===== src/svt_pkg.sv =====
`timescale 1ns / 1ps
// Shared definitions for the sorted value table: operation and status codes,
// datapath select codes and the controller/datapath command and status structs.
// No dependencies.

package svt_pkg;

   localparam int unsigned DEF_CAPACITY = 64;

   localparam int unsigned OP_W     = 2;
   localparam int unsigned VALUE_W  = 32;
   localparam int unsigned STATUS_W = 2;
   localparam int unsigned COUNT_W  = 7;

   // operation codes; the fourth code is a no-op
   localparam logic [OP_W-1:0] OP_INSERT = 2'd0;
   localparam logic [OP_W-1:0] OP_LOOKUP = 2'd1;
   localparam logic [OP_W-1:0] OP_DELETE = 2'd2;

   localparam logic [STATUS_W-1:0] ST_OK        = 2'd0;
   localparam logic [STATUS_W-1:0] ST_NOT_FOUND = 2'd1;
   localparam logic [STATUS_W-1:0] ST_FULL      = 2'd2;

   // read address sources
   localparam logic [1:0] RD_SEL_SCAN   = 2'd0;
   localparam logic [1:0] RD_SEL_ISHIFT = 2'd1;
   localparam logic [1:0] RD_SEL_DSHIFT = 2'd2;

   // write address / data sources
   localparam logic [1:0] WR_SEL_VALUE  = 2'd0;
   localparam logic [1:0] WR_SEL_ISHIFT = 2'd1;
   localparam logic [1:0] WR_SEL_DSHIFT = 2'd2;

   typedef struct packed {
      logic                load_req;
      logic                idx_inc;
      logic                k_init;
      logic                k_dec;
      logic                rd_en;
      logic [1:0]          rd_sel;
      logic                wr_en;
      logic [1:0]          wr_sel;
      logic                occ_inc;
      logic                occ_dec;
      logic                set_res;
      logic                res_found;
      logic [STATUS_W-1:0] res_status;
      logic                rsp_load;
   } cmd_type;

   typedef struct packed {
      logic [OP_W-1:0] op;
      logic            at_end;
      logic            full;
      logic            less;
      logic            equal;
      logic            ins_done;
      logic            del_done;
   } stat_type;

endpackage


===== src/svt_if.sv =====
`timescale 1ns / 1ps
// Valid/ready channel interfaces for the sorted value table: request and response.
// Depends on svt_pkg for field widths.

interface svt_req_if;
   logic                               valid;
   logic                               ready;
   logic [svt_pkg::OP_W-1:0]           op;
   logic signed [svt_pkg::VALUE_W-1:0] value;

   modport source (output valid, output op, output value, input ready);
   modport sink   (input valid, input op, input value, output ready);
endinterface

interface svt_rsp_if;
   logic                          valid;
   logic                          ready;
   logic                          found;
   logic [svt_pkg::STATUS_W-1:0]  status;
   logic [svt_pkg::COUNT_W-1:0]   entry_count;

   modport source (output valid, output found, output status, output entry_count,
                   input ready);
   modport sink   (input valid, input found, input status, input entry_count,
                   output ready);
endinterface


===== src/svt_ram.sv =====
`timescale 1ns / 1ps
// Generic single write port, single read port RAM with registered read data.
// No dependencies.

module svt_ram #(
   parameter int unsigned WIDTH = 32,
   parameter int unsigned DEPTH = 64
) (
   input  logic                     clock,
   input  logic                     wr_en,
   input  logic [$clog2(DEPTH)-1:0] wr_addr,
   input  logic [WIDTH-1:0]         wr_data,
   input  logic                     rd_en,
   input  logic [$clog2(DEPTH)-1:0] rd_addr,
   output logic [WIDTH-1:0]         rd_data
);

   logic [WIDTH-1:0] mem_ff [DEPTH];
   logic [WIDTH-1:0] rd_data_ff;

   always_ff @(posedge clock) begin
      if (wr_en) begin
         mem_ff[wr_addr] <= wr_data;
      end
      if (rd_en) begin
         rd_data_ff <= mem_ff[rd_addr];
      end
   end

   assign rd_data = rd_data_ff;

endmodule


===== src/svt_dpath.sv =====
`timescale 1ns / 1ps
// Datapath of the sorted value table: entry RAM, scan index, shift pointer,
// occupancy and result registers. Depends on svt_pkg and svt_ram.

module svt_dpath #(
   parameter int unsigned CAPACITY = svt_pkg::DEF_CAPACITY
) (
   input  logic                               clock,
   input  logic                               reset,
   input  logic [svt_pkg::OP_W-1:0]           req_op,
   input  logic signed [svt_pkg::VALUE_W-1:0] req_value,
   input  svt_pkg::cmd_type                   cmd,
   output svt_pkg::stat_type                  stat,
   output logic                               rsp_found,
   output logic [svt_pkg::STATUS_W-1:0]       rsp_status,
   output logic [svt_pkg::COUNT_W-1:0]        rsp_entry_count
);

   localparam int unsigned ADDR_W = $clog2(CAPACITY);
   localparam int unsigned CNT_W  = $clog2(CAPACITY + 1);

   logic [svt_pkg::OP_W-1:0]           op_ff;
   logic signed [svt_pkg::VALUE_W-1:0] value_ff;
   logic [CNT_W-1:0]                   idx_ff, idx_in;
   logic [CNT_W-1:0]                   k_ff, k_in;
   logic [CNT_W-1:0]                   occ_ff, occ_in;
   logic                               found_ff;
   logic [svt_pkg::STATUS_W-1:0]       status_ff;
   logic                               rsp_found_ff;
   logic [svt_pkg::STATUS_W-1:0]       rsp_status_ff;
   logic [svt_pkg::COUNT_W-1:0]        rsp_count_ff;

   logic [CNT_W-1:0]                   idx_p1;
   logic [CNT_W-1:0]                   k_m1;
   logic [31:0]                        occ_wide;
   logic [ADDR_W-1:0]                  rd_addr;
   logic [ADDR_W-1:0]                  wr_addr;
   logic [svt_pkg::VALUE_W-1:0]        wr_data;
   logic [svt_pkg::VALUE_W-1:0]        rd_data;

   assign idx_p1   = idx_ff + CNT_W'(1);
   assign k_m1     = k_ff - CNT_W'(1);
   assign occ_wide = 32'(occ_ff);

   always_comb begin
      unique case (cmd.rd_sel)
         svt_pkg::RD_SEL_ISHIFT: rd_addr = k_m1[ADDR_W-1:0];
         svt_pkg::RD_SEL_DSHIFT: rd_addr = idx_p1[ADDR_W-1:0];
         default:                rd_addr = idx_ff[ADDR_W-1:0];
      endcase
   end

   always_comb begin
      unique case (cmd.wr_sel)
         svt_pkg::WR_SEL_ISHIFT: begin
            wr_addr = k_ff[ADDR_W-1:0];
            wr_data = rd_data;
         end
         svt_pkg::WR_SEL_DSHIFT: begin
            wr_addr = idx_ff[ADDR_W-1:0];
            wr_data = rd_data;
         end
         default: begin
            wr_addr = idx_ff[ADDR_W-1:0];
            wr_data = value_ff;
         end
      endcase
   end

   svt_ram #(
      .WIDTH (svt_pkg::VALUE_W),
      .DEPTH (CAPACITY)
   ) u_entries (
      .clock   (clock),
      .wr_en   (cmd.wr_en),
      .wr_addr (wr_addr),
      .wr_data (wr_data),
      .rd_en   (cmd.rd_en),
      .rd_addr (rd_addr),
      .rd_data (rd_data)
   );

   always_comb begin
      idx_in = idx_ff;
      if (cmd.load_req) begin
         idx_in = '0;
      end else if (cmd.idx_inc) begin
         idx_in = idx_p1;
      end

      k_in = k_ff;
      if (cmd.k_init) begin
         k_in = occ_ff;
      end else if (cmd.k_dec) begin
         k_in = k_m1;
      end

      occ_in = occ_ff;
      if (cmd.occ_inc) begin
         occ_in = occ_ff + CNT_W'(1);
      end else if (cmd.occ_dec) begin
         occ_in = occ_ff - CNT_W'(1);
      end
   end

   always_ff @(posedge clock) begin
      if (reset) begin
         occ_ff <= '0;
      end else begin
         occ_ff <= occ_in;
      end
   end

   always_ff @(posedge clock) begin
      idx_ff <= idx_in;
      k_ff   <= k_in;
      if (cmd.load_req) begin
         op_ff    <= req_op;
         value_ff <= req_value;
      end
      if (cmd.set_res) begin
         found_ff  <= cmd.res_found;
         status_ff <= cmd.res_status;
      end
      if (cmd.rsp_load) begin
         rsp_found_ff  <= found_ff;
         rsp_status_ff <= status_ff;
         rsp_count_ff  <= occ_wide[svt_pkg::COUNT_W-1:0];
      end
   end

   assign stat.op       = op_ff;
   assign stat.at_end   = (idx_ff == occ_ff);
   assign stat.full     = (occ_ff == CNT_W'(CAPACITY));
   assign stat.less     = ($signed(rd_data) < value_ff);
   assign stat.equal    = ($signed(rd_data) == value_ff);
   assign stat.ins_done = (k_ff == idx_ff);
   assign stat.del_done = (idx_p1 == occ_ff);

   assign rsp_found       = rsp_found_ff;
   assign rsp_status      = rsp_status_ff;
   assign rsp_entry_count = rsp_count_ff;

endmodule


===== src/svt_ctrl.sv =====
`timescale 1ns / 1ps
// Controller of the sorted value table: sequences scan, shift and response
// for one request at a time. Depends on svt_pkg.

module svt_ctrl (
   input  logic              clock,
   input  logic              reset,
   input  logic              req_valid,
   output logic              req_ready,
   output logic              rsp_valid,
   input  logic              rsp_ready,
   input  svt_pkg::stat_type stat,
   output svt_pkg::cmd_type  cmd
);

   localparam logic [3:0] S_IDLE     = 4'd0;
   localparam logic [3:0] S_DISPATCH = 4'd1;
   localparam logic [3:0] S_SCAN     = 4'd2;
   localparam logic [3:0] S_CMP      = 4'd3;
   localparam logic [3:0] S_ISH_RD   = 4'd4;
   localparam logic [3:0] S_ISH_WR   = 4'd5;
   localparam logic [3:0] S_DSH_RD   = 4'd6;
   localparam logic [3:0] S_DSH_WR   = 4'd7;
   localparam logic [3:0] S_FINISH   = 4'd8;

   logic [3:0] state_ff, state_in;
   logic       rsp_valid_ff, rsp_valid_in;

   always_comb begin
      cmd          = '0;
      state_in     = state_ff;
      rsp_valid_in = rsp_valid_ff && !rsp_ready;

      unique case (state_ff)
         S_IDLE: begin
            if (req_valid) begin
               cmd.load_req = 1'b1;
               state_in     = S_DISPATCH;
            end
         end
         S_DISPATCH: begin
            unique case (stat.op)
               svt_pkg::OP_INSERT: begin
                  if (stat.full) begin
                     cmd.set_res    = 1'b1;
                     cmd.res_status = svt_pkg::ST_FULL;
                     state_in       = S_FINISH;
                  end else begin
                     state_in = S_SCAN;
                  end
               end
               svt_pkg::OP_LOOKUP, svt_pkg::OP_DELETE: state_in = S_SCAN;
               default: begin
                  cmd.set_res    = 1'b1;
                  cmd.res_status = svt_pkg::ST_OK;
                  state_in       = S_FINISH;
               end
            endcase
         end
         S_SCAN: begin
            if (stat.at_end) begin
               unique case (stat.op)
                  svt_pkg::OP_INSERT: begin
                     cmd.k_init = 1'b1;
                     state_in   = S_ISH_RD;
                  end
                  svt_pkg::OP_LOOKUP: begin
                     cmd.set_res    = 1'b1;
                     cmd.res_status = svt_pkg::ST_OK;
                     state_in       = S_FINISH;
                  end
                  default: begin
                     cmd.set_res    = 1'b1;
                     cmd.res_status = svt_pkg::ST_NOT_FOUND;
                     state_in       = S_FINISH;
                  end
               endcase
            end else begin
               cmd.rd_en  = 1'b1;
               cmd.rd_sel = svt_pkg::RD_SEL_SCAN;
               state_in   = S_CMP;
            end
         end
         S_CMP: begin
            if (stat.less) begin
               cmd.idx_inc = 1'b1;
               state_in    = S_SCAN;
            end else begin
               // index now holds the first entry that is not smaller
               unique case (stat.op)
                  svt_pkg::OP_INSERT: begin
                     cmd.k_init = 1'b1;
                     state_in   = S_ISH_RD;
                  end
                  svt_pkg::OP_LOOKUP: begin
                     cmd.set_res    = 1'b1;
                     cmd.res_found  = stat.equal;
                     cmd.res_status = svt_pkg::ST_OK;
                     state_in       = S_FINISH;
                  end
                  default: begin
                     if (stat.equal) begin
                        state_in = S_DSH_RD;
                     end else begin
                        cmd.set_res    = 1'b1;
                        cmd.res_status = svt_pkg::ST_NOT_FOUND;
                        state_in       = S_FINISH;
                     end
                  end
               endcase
            end
         end
         S_ISH_RD: begin
            if (stat.ins_done) begin
               cmd.wr_en      = 1'b1;
               cmd.wr_sel     = svt_pkg::WR_SEL_VALUE;
               cmd.occ_inc    = 1'b1;
               cmd.set_res    = 1'b1;
               cmd.res_status = svt_pkg::ST_OK;
               state_in       = S_FINISH;
            end else begin
               cmd.rd_en  = 1'b1;
               cmd.rd_sel = svt_pkg::RD_SEL_ISHIFT;
               state_in   = S_ISH_WR;
            end
         end
         S_ISH_WR: begin
            cmd.wr_en  = 1'b1;
            cmd.wr_sel = svt_pkg::WR_SEL_ISHIFT;
            cmd.k_dec  = 1'b1;
            state_in   = S_ISH_RD;
         end
         S_DSH_RD: begin
            if (stat.del_done) begin
               cmd.occ_dec    = 1'b1;
               cmd.set_res    = 1'b1;
               cmd.res_found  = 1'b1;
               cmd.res_status = svt_pkg::ST_OK;
               state_in       = S_FINISH;
            end else begin
               cmd.rd_en  = 1'b1;
               cmd.rd_sel = svt_pkg::RD_SEL_DSHIFT;
               state_in   = S_DSH_WR;
            end
         end
         S_DSH_WR: begin
            cmd.wr_en   = 1'b1;
            cmd.wr_sel  = svt_pkg::WR_SEL_DSHIFT;
            cmd.idx_inc = 1'b1;
            state_in    = S_DSH_RD;
         end
         S_FINISH: begin
            // hold until the response register is free
            if (!rsp_valid_ff || rsp_ready) begin
               cmd.rsp_load = 1'b1;
               rsp_valid_in = 1'b1;
               state_in     = S_IDLE;
            end
         end
         default: state_in = S_IDLE;
      endcase
   end

   always_ff @(posedge clock) begin
      if (reset) begin
         state_ff     <= S_IDLE;
         rsp_valid_ff <= 1'b0;
      end else begin
         state_ff     <= state_in;
         rsp_valid_ff <= rsp_valid_in;
      end
   end

   assign req_ready = (state_ff == S_IDLE);
   assign rsp_valid = rsp_valid_ff;

endmodule


===== src/sorted_value_table.sv =====
`timescale 1ns / 1ps
// Sorted value table: holds up to CAPACITY signed 32-bit values in ascending
// order, duplicates allowed. A request carries op (insert, lookup, delete) and
// value on req_chan; each request gives exactly one response on rsp_chan with
// found, status (ok, not found, full) and the entry count after the operation.
// Insert goes before the first entry not smaller; delete removes the first
// equal entry; insert into a full table changes nothing and reports full.
// One request is worked on at a time. Every scan step and every shift step is
// one read of the entry RAM followed by a compare or a write. The worst case is
// an insert or delete on an almost full table. An unused op code or an insert
// into a full table goes from dispatch straight to the response. At the
// earliest, the next request is taken in the same cycle as the response turns
// valid. The response sits in a register; a new request is taken as soon as
// the controller is idle, even while the last response still waits. When the
// receiver stalls, the next response holds in the controller until the last
// response is taken.
// Reset empties the table (occupancy zero) and drops any pending response;
// the entry RAM needs no clearing since only entries below occupancy are read.
// Depends on svt_pkg, svt_if, svt_ram, svt_dpath and svt_ctrl.

module sorted_value_table #(
   parameter int unsigned CAPACITY = svt_pkg::DEF_CAPACITY
) (
   input logic        clock,
   input logic        reset,
   svt_req_if.sink    req_chan,
   svt_rsp_if.source  rsp_chan
);

   svt_pkg::cmd_type  cmd;
   svt_pkg::stat_type stat;

   svt_ctrl u_ctrl (
      .clock     (clock),
      .reset     (reset),
      .req_valid (req_chan.valid),
      .req_ready (req_chan.ready),
      .rsp_valid (rsp_chan.valid),
      .rsp_ready (rsp_chan.ready),
      .stat      (stat),
      .cmd       (cmd)
   );

   svt_dpath #(
      .CAPACITY (CAPACITY)
   ) u_dpath (
      .clock           (clock),
      .reset           (reset),
      .req_op          (req_chan.op),
      .req_value       (req_chan.value),
      .cmd             (cmd),
      .stat            (stat),
      .rsp_found       (rsp_chan.found),
      .rsp_status      (rsp_chan.status),
      .rsp_entry_count (rsp_chan.entry_count)
   );

endmodule


===== src/flat_wrapper.sv =====
// flat-port wrapper written by rule: the top's interface ports become plain ports
module sorted_value_table_flat 
#(
   parameter int unsigned CAPACITY = svt_pkg::DEF_CAPACITY
)
  (clock, reset, req_chan_valid, req_chan_op, req_chan_value, req_chan_ready, rsp_chan_valid, rsp_chan_found, rsp_chan_status, rsp_chan_entry_count, rsp_chan_ready);
  svt_req_if req_chan_i ();
  svt_rsp_if rsp_chan_i ();
  input logic clock;
  input logic reset;
  input wire logic [$bits(req_chan_i.valid)-1:0] req_chan_valid;
  input wire logic [$bits(req_chan_i.op)-1:0] req_chan_op;
  input wire logic [$bits(req_chan_i.value)-1:0] req_chan_value;
  output wire logic [$bits(req_chan_i.ready)-1:0] req_chan_ready;
  output wire logic [$bits(rsp_chan_i.valid)-1:0] rsp_chan_valid;
  output wire logic [$bits(rsp_chan_i.found)-1:0] rsp_chan_found;
  output wire logic [$bits(rsp_chan_i.status)-1:0] rsp_chan_status;
  output wire logic [$bits(rsp_chan_i.entry_count)-1:0] rsp_chan_entry_count;
  input wire logic [$bits(rsp_chan_i.ready)-1:0] rsp_chan_ready;
  assign req_chan_i.valid = req_chan_valid;
  assign req_chan_i.op = req_chan_op;
  assign req_chan_i.value = req_chan_value;
  assign req_chan_ready = req_chan_i.ready;
  assign rsp_chan_valid = rsp_chan_i.valid;
  assign rsp_chan_found = rsp_chan_i.found;
  assign rsp_chan_status = rsp_chan_i.status;
  assign rsp_chan_entry_count = rsp_chan_i.entry_count;
  assign rsp_chan_i.ready = rsp_chan_ready;
  sorted_value_table #(.CAPACITY(CAPACITY)) u_core (.clock(clock), .reset(reset), .req_chan(req_chan_i), .rsp_chan(rsp_chan_i));
endmodule

===== config.mk =====
export PLATFORM = sky130hd
export DESIGN_NAME = sorted_value_table_flat
export DESIGN_NICKNAME = d
export VERILOG_FILES = /design/src/svt_pkg.sv /design/src/svt_if.sv /design/src/svt_ram.sv /design/src/svt_dpath.sv /design/src/svt_ctrl.sv /design/src/sorted_value_table.sv /design/src/flat_wrapper.sv
export SDC_FILE = /design/constraint.sdc
export NUM_CORES = 2
export LEC_CHECK = 0
export ABC_AREA = 1
export BUFFER_PORTS_ARGS = -buffer_cell sky130_fd_sc_hd__buf_2
export CORE_ASPECT_RATIO = 0.5
export CORE_UTILIZATION = 40
export CTS_CLUSTER_DIAMETER = 150
export DETAILED_ROUTE_END_ITERATION = 10
export SYNTH_ARGS = -nofsm -noshare
export SYNTH_HDL_FRONTEND = slang
export SYNTH_SLANG_ARGS = --single-unit

===== constraint.sdc =====
create_clock -name clock -period 5.22 [get_ports clock]
set_input_delay 1.044 -clock clock [delete_from_list [all_inputs] [get_ports clock]]
set_output_delay 1.044 -clock clock [all_outputs]
set_load 0.05 [all_outputs]

==> results.yml <==
outcome:
  status: "complete, no violations"
timing:
  rsz0062_at_grt: "yes"
  report.final.slew_viol_count: 0
  tightest_slew_ns: 1.21
  setup_violations: 0
  finalHoldViolCount: 0
  clock.fmax_ghz: 0.198
  slew_headroom_pct: 19.3
  period_share_pct: 96.7
  tns_ns: 0
  skew_ns: 0.0560
  fin_crit_ns: 5.05
  setup_slack_ns: 0.170
place:
  dp.cells: 10034
  place_area_um2: 94100
  portBuffers: 49
  place.gp.congestion: 0.878
  dp_slack_ns: -0.0630
  hpwl_um: 155000
detailed_routing:
  drtIter0Drc: 8298
  vias: 58617
  wire_per_inst_um: 26.2
  drtAntennaViolNets: 0
  vias_per_cell: 5.63
  drc: 0
  firstDrtPassIters: 6
  drt-total-wl_um: 273000
synthesis:
  synth_top_area_cell: "edfxtp_1"
  synth_top_family_by_area: "simple AND/OR/NAND/NOR gates"
  ys_seq_elements: 2153
  synth_ff_type: "edfxtp_1"
  synth_edf_count: 2134
  synthTopCellsByArea: "edfxtp_1 72%, nand2_1 7.1%, nand3_1 7.0%"
  syn_inst: 7210
  netlist-cell-type-count: 34
  yosys.area_share.simple_pct: 16.1
  synthMuxAreaShare_pct: 0
  synth_nets: 7294
  ys.warnings.count: 0
  synth_compound_area_share_pct: 5.82
  synth_seq_area_share_pct: 72.7
  syn_avg_cell_area_um2: 12.3
  synth_top_area_share_pct: 72.3
  synthAdderAreaFrac_pct: 0.658
  synth-xor-area-share_pct: 0.316
  synthArstFlopShare_pct: 0
  synth_area_um2: 88700
cts:
  cts_tree: "built"
  clk_pin_slew_ns: 0.07
  clkLatencyLatePin_ns: 0.85
  clock_path_buffers: 4
  cts_root_buffer: "clkbuf_16"
  ctsHoldBuffers: 0
  cts.sinks: 2153
  htreeDepth: 4
  cts_buffers: 203
layout:
  layout-drive-gt1-share_pct: 11.1
  final_cell_count_no_fill: 10416
  area_growth_syn_to_layout_pct: 13.6
  fillerInstances: 19479
  seq_area_um2: 64500
  fin_nets: 7388
  multi_input_area_um2: 21300
  final_cell_area_um2: 101000
global_route:
  gr-usage-all-layers_pct: 23.7
  grt_pass1_vias: 54366
  gr-total-overflow: 0
  grt_max_degree: 114
  antenna_found_initial: 20
  grt_pass1_wl_um: 387000
flow_run:
  max-cap-violations: 0
die:
  ios: 50
  start_util_pct: 40.5
  dieArea_um2: 224000
  row_count: 121
  die_height_um: 335
  die_x_um: 668
  core_um2: 219000
worst_setup_path:
  crit_arrival_ns: 5.63
  endpoint_kind: "register"
  crit_top_cell: "nand2_1"
  crit_path_max_fanout: 38
  critPathLaunchType: "register"
  cpPeakStageDelay_ns: 0.71
  reg2reg_depth: 20
  path_class: "reg -> reg"
  slowest_stage: "o21ai_4"
  crit_chain: "ha_1, or2_2, nand3_1, nor2_1, nand2_1, nor2_1, nand3_1, nand2_1, ha_1, clkinv_2, o21ai_4, inv_8, buf_12, buf_4, nand3_1, nand2_1, nand2_1, nand3_1, nand3_4, nand2_1"
  required_ns: 5.80
pwr:
  vdd_drop_max_v: 0.000290
  p_total_mw: 39.4
  power_density_nw_per_um2: 391
  p_leak_nw: 35.5
worst_hold_path:
  min_path_cells: 1
  hold_class: "in -> reg"
cells by family after synthesis:
logic type	after synthesis
and+or+nand+nor	3307
DFF	2153
buffers and inverters	872
AOI/OAI and AO/OA	800
adders and majority gates	46
xor gates and xnor gates	32
worst max-delay path: cells and delay by family, from the launching register on:
| family | cells | cell delay, ns |
|---|---|---|
| flops | 1 | 0.51 |
| fa+ha+maj | 2 | 0.72 |
| simple gates | 13 | 1.67 |
| compound gates | 1 | 0.71 |
| buf+inv | 4 | 1.08 |
cells in the mapped netlist (all sizes together) (17+ instances only):
master and n:
nand4 19, inv 416, edfxtp 2134, nor2 281, nand2 1680, or2 66
a21oi 60, ha 45, o21ai 285, dfxtp 19, buf 389, o211ai 454
nand3 1246, clkbuf 66, xnor2 17
worst paths after layout:
kind	startpoint	endpoint	slack [ns]
max	u_core.u_dpath.idx_ff[1]	u_core.u_dpath.u_entries.rd_data[26]	0.17
min	req_chan_value[2]	u_core.u_dpath.value_ff[2]	0.36
max reg2reg	u_core.u_dpath.idx_ff[1]	u_core.u_dpath.u_entries.rd_data[26]	0.17
min reg2reg	u_core.u_dpath.found_ff	u_core.u_dpath.rsp_found	0.42
stage by stage:
| stage | utilization [%] | hold slack (ns) |
|---|---|---|
| floorplan | - | 0.400 |
| global placement | 43.0 | 0.406 |
| detailed placement | 43.0 | 0.408 |
| CTS | 45.9 | 0.330 |
| global route | 46.0 | 0.349 |
| finish | 46.0 | 0.361 |
state kept, by name, indices dropped and copies added, names as in the netlist, 2 cells and up:
name                              flops
u_core.u_dpath.u_entries.mem_ff    2048
u_core.u_ctrl.state_ff                4
u_core.u_dpath.rsp_entry_count        7
u_core.u_dpath.occ_ff                 7
u_core.u_dpath.u_entries.rd_data     32
u_core.u_dpath.rsp_status             2
u_core.u_dpath.k_ff                   7
u_core.u_dpath.value_ff              32
u_core.u_dpath.status_ff              2
u_core.u_dpath.idx_ff                 7
u_core.u_dpath.op_ff                  2
final cells by class:
type                    instances  area share, %
repair inverters                2         0.0199
repair buffers                341           3.31
diodes                          4        0.00994
clock inverters               114          0.948
well taps                    2952           3.67
clock buffers                 247           5.29
inverters                     417           1.61
flip-flops and latches       2153           64.0
multi-input cells            4186           21.1
metal layers:
| layer | track usage, % | share of wire (%) | vias up |
|---|---|---|---|
| li1 | - | - | 26035 |
| met1 | 34.0 | 41 | 29017 |
| met2 | 36.4 | 45 | 3144 |
| met3 | 4.94 | 11 | 413 |
| met4 | 7.20 | 3.1 | 8 |
| met5 | 0 | 0.035 | - |
what timing repair did:
item                                    in CTS  in global routing
pin swaps                                    0                  3
gates cloned                                 1                  2
endpoints found under the setup margin       2                 15
setup buffers                                0                 14
gates resized for setup                      2                 24
placed cells by master (no fill, tap or decap), drive strengths merged:
cell,synthesis,routed
edfxtp,2134,2134
nand2,1680,1681
nand3,1246,1246
o211ai,454,454
inv,416,418
buf,389,341
o21ai,285,285
nor2,281,281
clkbuf,66,247
clkinv,1,92
or2,66,66
a21oi,60,60
ha,45,45
nand4,19,19
dfxtp,19,19
xnor2,17,17
xor2,15,15
bufinv,0,14
nor3,14,14
clkinvlp,0,9
diode,0,4
a21o,1,1
nand3b,1,1
fa,1,1
power by group:
part | switching (mW) | internal [mW] | total, mW
Sequential | 0.0718 | 19.6 | 19.7
Combinational | 4.03 | 1.26 | 5.28
Clock | 6.47 | 7.95 | 14.4
Power figures use the tool's default switching activity.
